[config.mk]
export PLATFORM = sky130hd
export DESIGN_NAME = ofn_ram
export DESIGN_NICKNAME = d
export VERILOG_FILES = /design/src/outward_face_normals_assert.svh /design/src/ofn_ram.sv
export SDC_FILE = /design/constraint.sdc
export NUM_CORES = 1
export LEC_CHECK = 0
export BUFFER_PORTS_ARGS = -buffer_cell sky130_fd_sc_hd__buf_2
export CORE_ASPECT_RATIO = 0.9
export CORE_MARGIN = 1
export CORE_UTILIZATION = 30
export DETAILED_ROUTE_END_ITERATION = 8
export GPL_TIMING_DRIVEN = 0
export MAX_ROUTING_LAYER = met4
export PLACE_DENSITY = 0.54
export SETUP_SLACK_MARGIN = 0.3
export SLEW_MARGIN = 20
export SYNTH_ARGS = -nofsm -noshare
export SYNTH_HDL_FRONTEND = slang
export SYNTH_SLANG_ARGS = --single-unit
[constraint.sdc]
create_clock -name clk_i -period 3.4 [get_ports clk_i]
set_input_delay 0.68 -clock clk_i [delete_from_list [all_inputs] [get_ports clk_i]]
set_output_delay 0.68 -clock clk_i [all_outputs]
set_load 0.02 [all_outputs]
[src/outward_face_normals_assert.svh]
// Assertion macros for the outward face normal block.
// Needs clk_i and rst_ni in the scope where a macro is used.
`ifndef OUTWARD_FACE_NORMALS_ASSERT_SVH
`define OUTWARD_FACE_NORMALS_ASSERT_SVH

// same-cycle implication
`define OFN_ASSERT_IMP(lbl, ante, cons, msg) \
  lbl: assert property (@(posedge clk_i) disable iff (!rst_ni) (ante) |-> (cons)) \
    else $error(msg);

// next-cycle implication
`define OFN_ASSERT_NXT(lbl, ante, cons, msg) \
  lbl: assert property (@(posedge clk_i) disable iff (!rst_ni) (ante) |=> (cons)) \
    else $error(msg);

`endif

[src/ofn_ram.sv]
// Generic single-port RAM with registered read data.
// No dependencies.
`default_nettype none

module ofn_ram #(
  parameter int unsigned Width = 8,
  parameter int unsigned Depth = 16
) (
  input  logic                     clk_i,
  input  logic                     we_i,
  input  logic [$clog2(Depth)-1:0] addr_i,
  input  logic [Width-1:0]         wdata_i,
  output logic [Width-1:0]         rdata_o
);

  logic [Width-1:0] mem_q [Depth];
  logic [Width-1:0] rdata_q;

  // write, read-first
  always_ff @(posedge clk_i) begin
    if (we_i) begin
      mem_q[addr_i] <= wdata_i;
    end
    rdata_q <= mem_q[addr_i];
  end

  assign rdata_o = rdata_q;

endmodule

`default_nettype wire

# == Yosys cells after proc, flatten, opt, wreduce, memory -nomap -nowiden ==
# Memory sizes are Yosys's and may differ from the RTL's. A register that Yosys moved wholly into a read port is not among the register bits.
# Index checks and enable logic that the tools add are counted.
# op_classes
n_mux,2
# op_table
op,count
two-way mux 1 bit,2
# totals
ff_bits,0
ram_bits,128
in_bits,14
out_inout_bits,8
mem_count,1
# mem_list
memory,depth,word_bits,read_ports,rd_ports_with_merged_regs,write_ports,line_no,source
mem_q,16,8,1,1,1,ofn_ram.sv:16,logic [Width-1:0] mem_q [Depth];

# == Longest topological paths before layout ==
# logic_depth
ltp_word,2
ltp_mapped,5

# == Least setup slack after synthesis ==
# Ideal clock, no wire load.
# synth_path
kind,input -> register
startpoint,input addr_i[2]
endpoint,"memory mem_q[0][0], enable pin"
t_arrival_ns,1.790
required_ns,3.017
path_slack_ns,1.227
path_stages,2
n_path_buf,0
path_cell_list,or3b_2 -> nor3_1
# synth_lines
item,line_no,source
from (decl),ofn_ram.sv:11,"input logic [$clog2(Depth)-1:0] addr_i,"
to (decl),ofn_ram.sv:16,
# Straight into the memory's write port.

# == Worst setup path in the final report ==
# layout_path
startpoint,input addr_i[1]
endpoint,"memory mem_q[2][7], enable pin"
# Straight into the memory's write port.

==> run_results.csv <==
group,metric,value,unit
pwr,p_comb_share,5.4,%
global_routing,antenna_found_initial,0,
worst_hold_path,min_from,"wdata_i[1]",
routing,drc,1,
pwr,sequentialPowerShare,52.4,%
worst_hold_path,holdPathStages,1,
cells_and_area,layout-drive-gt1-share,29.4,%
cells_and_area,mostFrequentLayoutCells,"edfxtp_1 (128), mux4_2 (32), buf_2 (21), clkbuf_16 (17), a22oi_1 (16)",
cells_and_area,fin_nets,282,
timing,max_freq,0.421,GHz
worst_hold_path,min_to,"mem_q[8][1]$_DFFE_PP_",
global_routing,grt_usage,13.5,%
placed_design,place_hpwl,6520,um
synth,yosys_warnings,0,
global_routing,grt_start_max_net_pins,17,
worst_setup_path,max_stage_delay,0.71,ns
placed_design,dp.cells,456,
clocking,cts_resized,0,
global_routing,grt_pass1_vias,2421,
die,ios,22,
die,initial_core_util,31.1,%
routing,first_iter_violations,254,
clocking,cts_tree,"done",
worst_setup_path,worstPathRequired,3.44,ns
worst_setup_path,critPathMaxFanout,10,
timing,clock_skew,0.00635,ns
synth,yosys_register_bits,136,
cells_and_area,fin_cells,486,
worst_setup_path,worst_r2r_endpoint,"rdata_o[2]$_DFF_P_",
timing,rsz0062_at_grt,"no",
cells_and_area,final_common_cell,"edfxtp_1",
synth,synth_nets,244,
routing,num_vias,2354,
placed_design,place_congestion,0.727,
die,dieHeight,125,um
routing,routed_wl,10400,um
routing,antenna_left,0,
clocking,path_clk_slew,0.05,ns
timing,slew_headroom,41.6,%
placed_design,dp_slack,0.568,ns
clocking,insertion_delay,0.41,ns
pwr,p_switching,0.743,mW
clocking,h-tree-depth,4,
die,die_area,17400,um2
timing,fin_crit,2.38,ns
routing,firstDrtPassIters,6,
synth,synth_cells,230,
timing,final.setup.tns,0,ns
cells_and_area,antenna_cells,0,
clocking,cts_buffers,17,
placed_design,io_buffer_count,19,
worst_setup_path,cp_top_family,"simple AND/OR/NAND/NOR gates",
pwr,power_density,608,nW/um2
worst_setup_path,cp_slowest_cell,"nor2_1",
routing,vias_per_cell,4.84,
pwr,peakVddDrop,342,uV
pwr,leakagePower,1.88,nW
clocking,post-cts-setup-buffers,0,
pwr,p_int,2.85,mW
pwr,p_clk_share,42.3,%
worst_setup_path,start_kind,"input port",
die,die_w,139,um
clocking,cts_buffer_depth,2,
placed_design,place_area,5440,um2
worst_hold_path,hp-class,"in -> reg",
clocking,holdBufCountCts,0,
cells_and_area,utilization,36.3,%
timing,slew_viol_final,0,
worst_setup_path,crit_chain,"buf_2 > buf_1 > nand2b_1 > nor2_1",
clocking,clock-root-buffer,"clkbuf_16",
global_routing,grt_overflow,0,
worst_setup_path,cp-end-kind,"flip-flop",
worst_setup_path,crit_arrival,2.41,ns
timing,whs,0.669,ns
pwr,total_power,3.60,mW
status,violations,"DRC",
worst_setup_path,setup.worst_path.class,"in -> reg",
synth,synth.distinct_cells,18,
die,core.rowCount,44,
worst_setup_path,path_buf_inv,2,
die,coreArea,16300,um2
routing,drt-wirelength-per-cell,21.4,um
timing,setup_viol,0,
global_routing,grt_pass1_wl,15600,um
cells_and_area,syn2layout_area_growth,16.8,%
timing,final.period_utilization,69.9,%
synth,synth_seq_area_share,79.0,%
pwr,netSwitchingFraction,20.6,%
worst_setup_path,reg2reg_from,"mem_q[6][2]$_DFFE_PP_",
clocking,numClockSinks,136,
synth,avgSynthCellArea,22.0,um2
worst_setup_path,r2r_cells,3,
timing,tightest_slew,0.873,ns
timing,hold_viol,0,
run,drv_cap,0,
synth,netlist_area,5070,um2
timing,postLayoutSetupSlackWorst,1.02,ns
worst_setup_path,reg2reg_slack,2.03,ns
cells_and_area,stdcell_area,5920,um2
status,status,"finished with violations",
-- cell usage after synthesis --
| cell | instances | area [um2] |
|---|---|---|
| a22oi_1 | 16 | 120 |
| and2_1 | 1 | 6.26 |
| buf_1 | 4 | 15.0 |
| buf_2 | 2 | 10.0 |
| buf_6 | 2 | 22.5 |
| clkbuf_1 | 2 | 7.51 |
| clkbuf_2 | 1 | 5.00 |
| dfxtp_1 | 8 | 160 |
| edfxtp_1 | 128 | 3840 |
| mux4_2 | 32 | 721 |
| nand2_1 | 9 | 33.8 |
| nand2b_1 | 2 | 12.5 |
| nand3_1 | 1 | 5.00 |
| nand3b_1 | 2 | 15.0 |
| nor2_1 | 13 | 48.8 |
| nor2b_1 | 2 | 12.5 |
| nor3_1 | 4 | 20.0 |
| or3b_2 | 1 | 8.76 |
-- layout make-up --
type | instances | area [um2]
Fill cell | 1495 | 10400
Clock buffer | 23 | 448
Sequential cell | 136 | 4000
Multi-Input combinational cell | 83 | 1020
Clock inverter | 7 | 31.3
Tap cell | 207 | 259
Buffer | 11 | 60.1
Timing Repair Buffer | 19 | 95.1
-- worst max-delay path by stage --
| stage | slack, ns | cells past startpoint | to | startpoint |
|---|---|---|---|---|
| 3_5_place_dp | 0.57 | 4 | mem_q[2][0]$_DFFE_PP_ | addr_i[1] |
| 4_1_cts | 1.01 | 4 | mem_q[2][0]$_DFFE_PP_ | addr_i[1] |
| 6_report | 1.02 | 4 | mem_q[2][7]$_DFFE_PP_ | addr_i[1] |
| 2_1_floorplan | 1.23 | 2 | mem_q[0][0]$_DFFE_PP_ | addr_i[2] |
| 3_3_place_gp | 0.54 | 3 | mem_q[0][0]$_DFFE_PP_ | addr_i[2] |
| 5_1_grt | 0.90 | 4 | mem_q[2][0]$_DFFE_PP_ | addr_i[1] |
-- sequential cells by signal (all words and copies together), names as in the netlist --
signal,count
mem_q,128
rdata_o,8
-- cells by family after synthesis --
kind of cell / Yosys count / synth area share [%]
buffers and inverters: 11 / 1.19
AND/OR/NAND/NOR: 35 / 3.21
multiplexers: 32 / 14.2
flip-flops: 136 / 79.0
AO/OA/AOI/OAI: 16 / 2.37
-- metal layers --
metal  vias to the layer above  global-route usage (%)  share of wire, %  routed length (um)
met3                        13                    4.63               5.4                 563
li1                       1036                       -                 -                   -
met1                      1243                    18.1                47                4920
met4                         0                    5.69               1.3                 131
met2                        62                    18.7                46                4800
met5                         -                       -                 0                   0
-- power by group through the flow --
| stage | clock network [mW] | registers [mW] | logic, mW |
|---|---|---|---|
| floorplan | 0 | 1.93 | 0.0966 |
| CTS | 1.54 | 1.88 | 0.196 |
| global route | 1.62 | 1.89 | 0.207 |
| global placement | 0 | 1.92 | 0.193 |
| finish | 1.52 | 1.88 | 0.193 |
| detailed placement | 0 | 1.92 | 0.196 |
(Power assumes the default switching activity.)
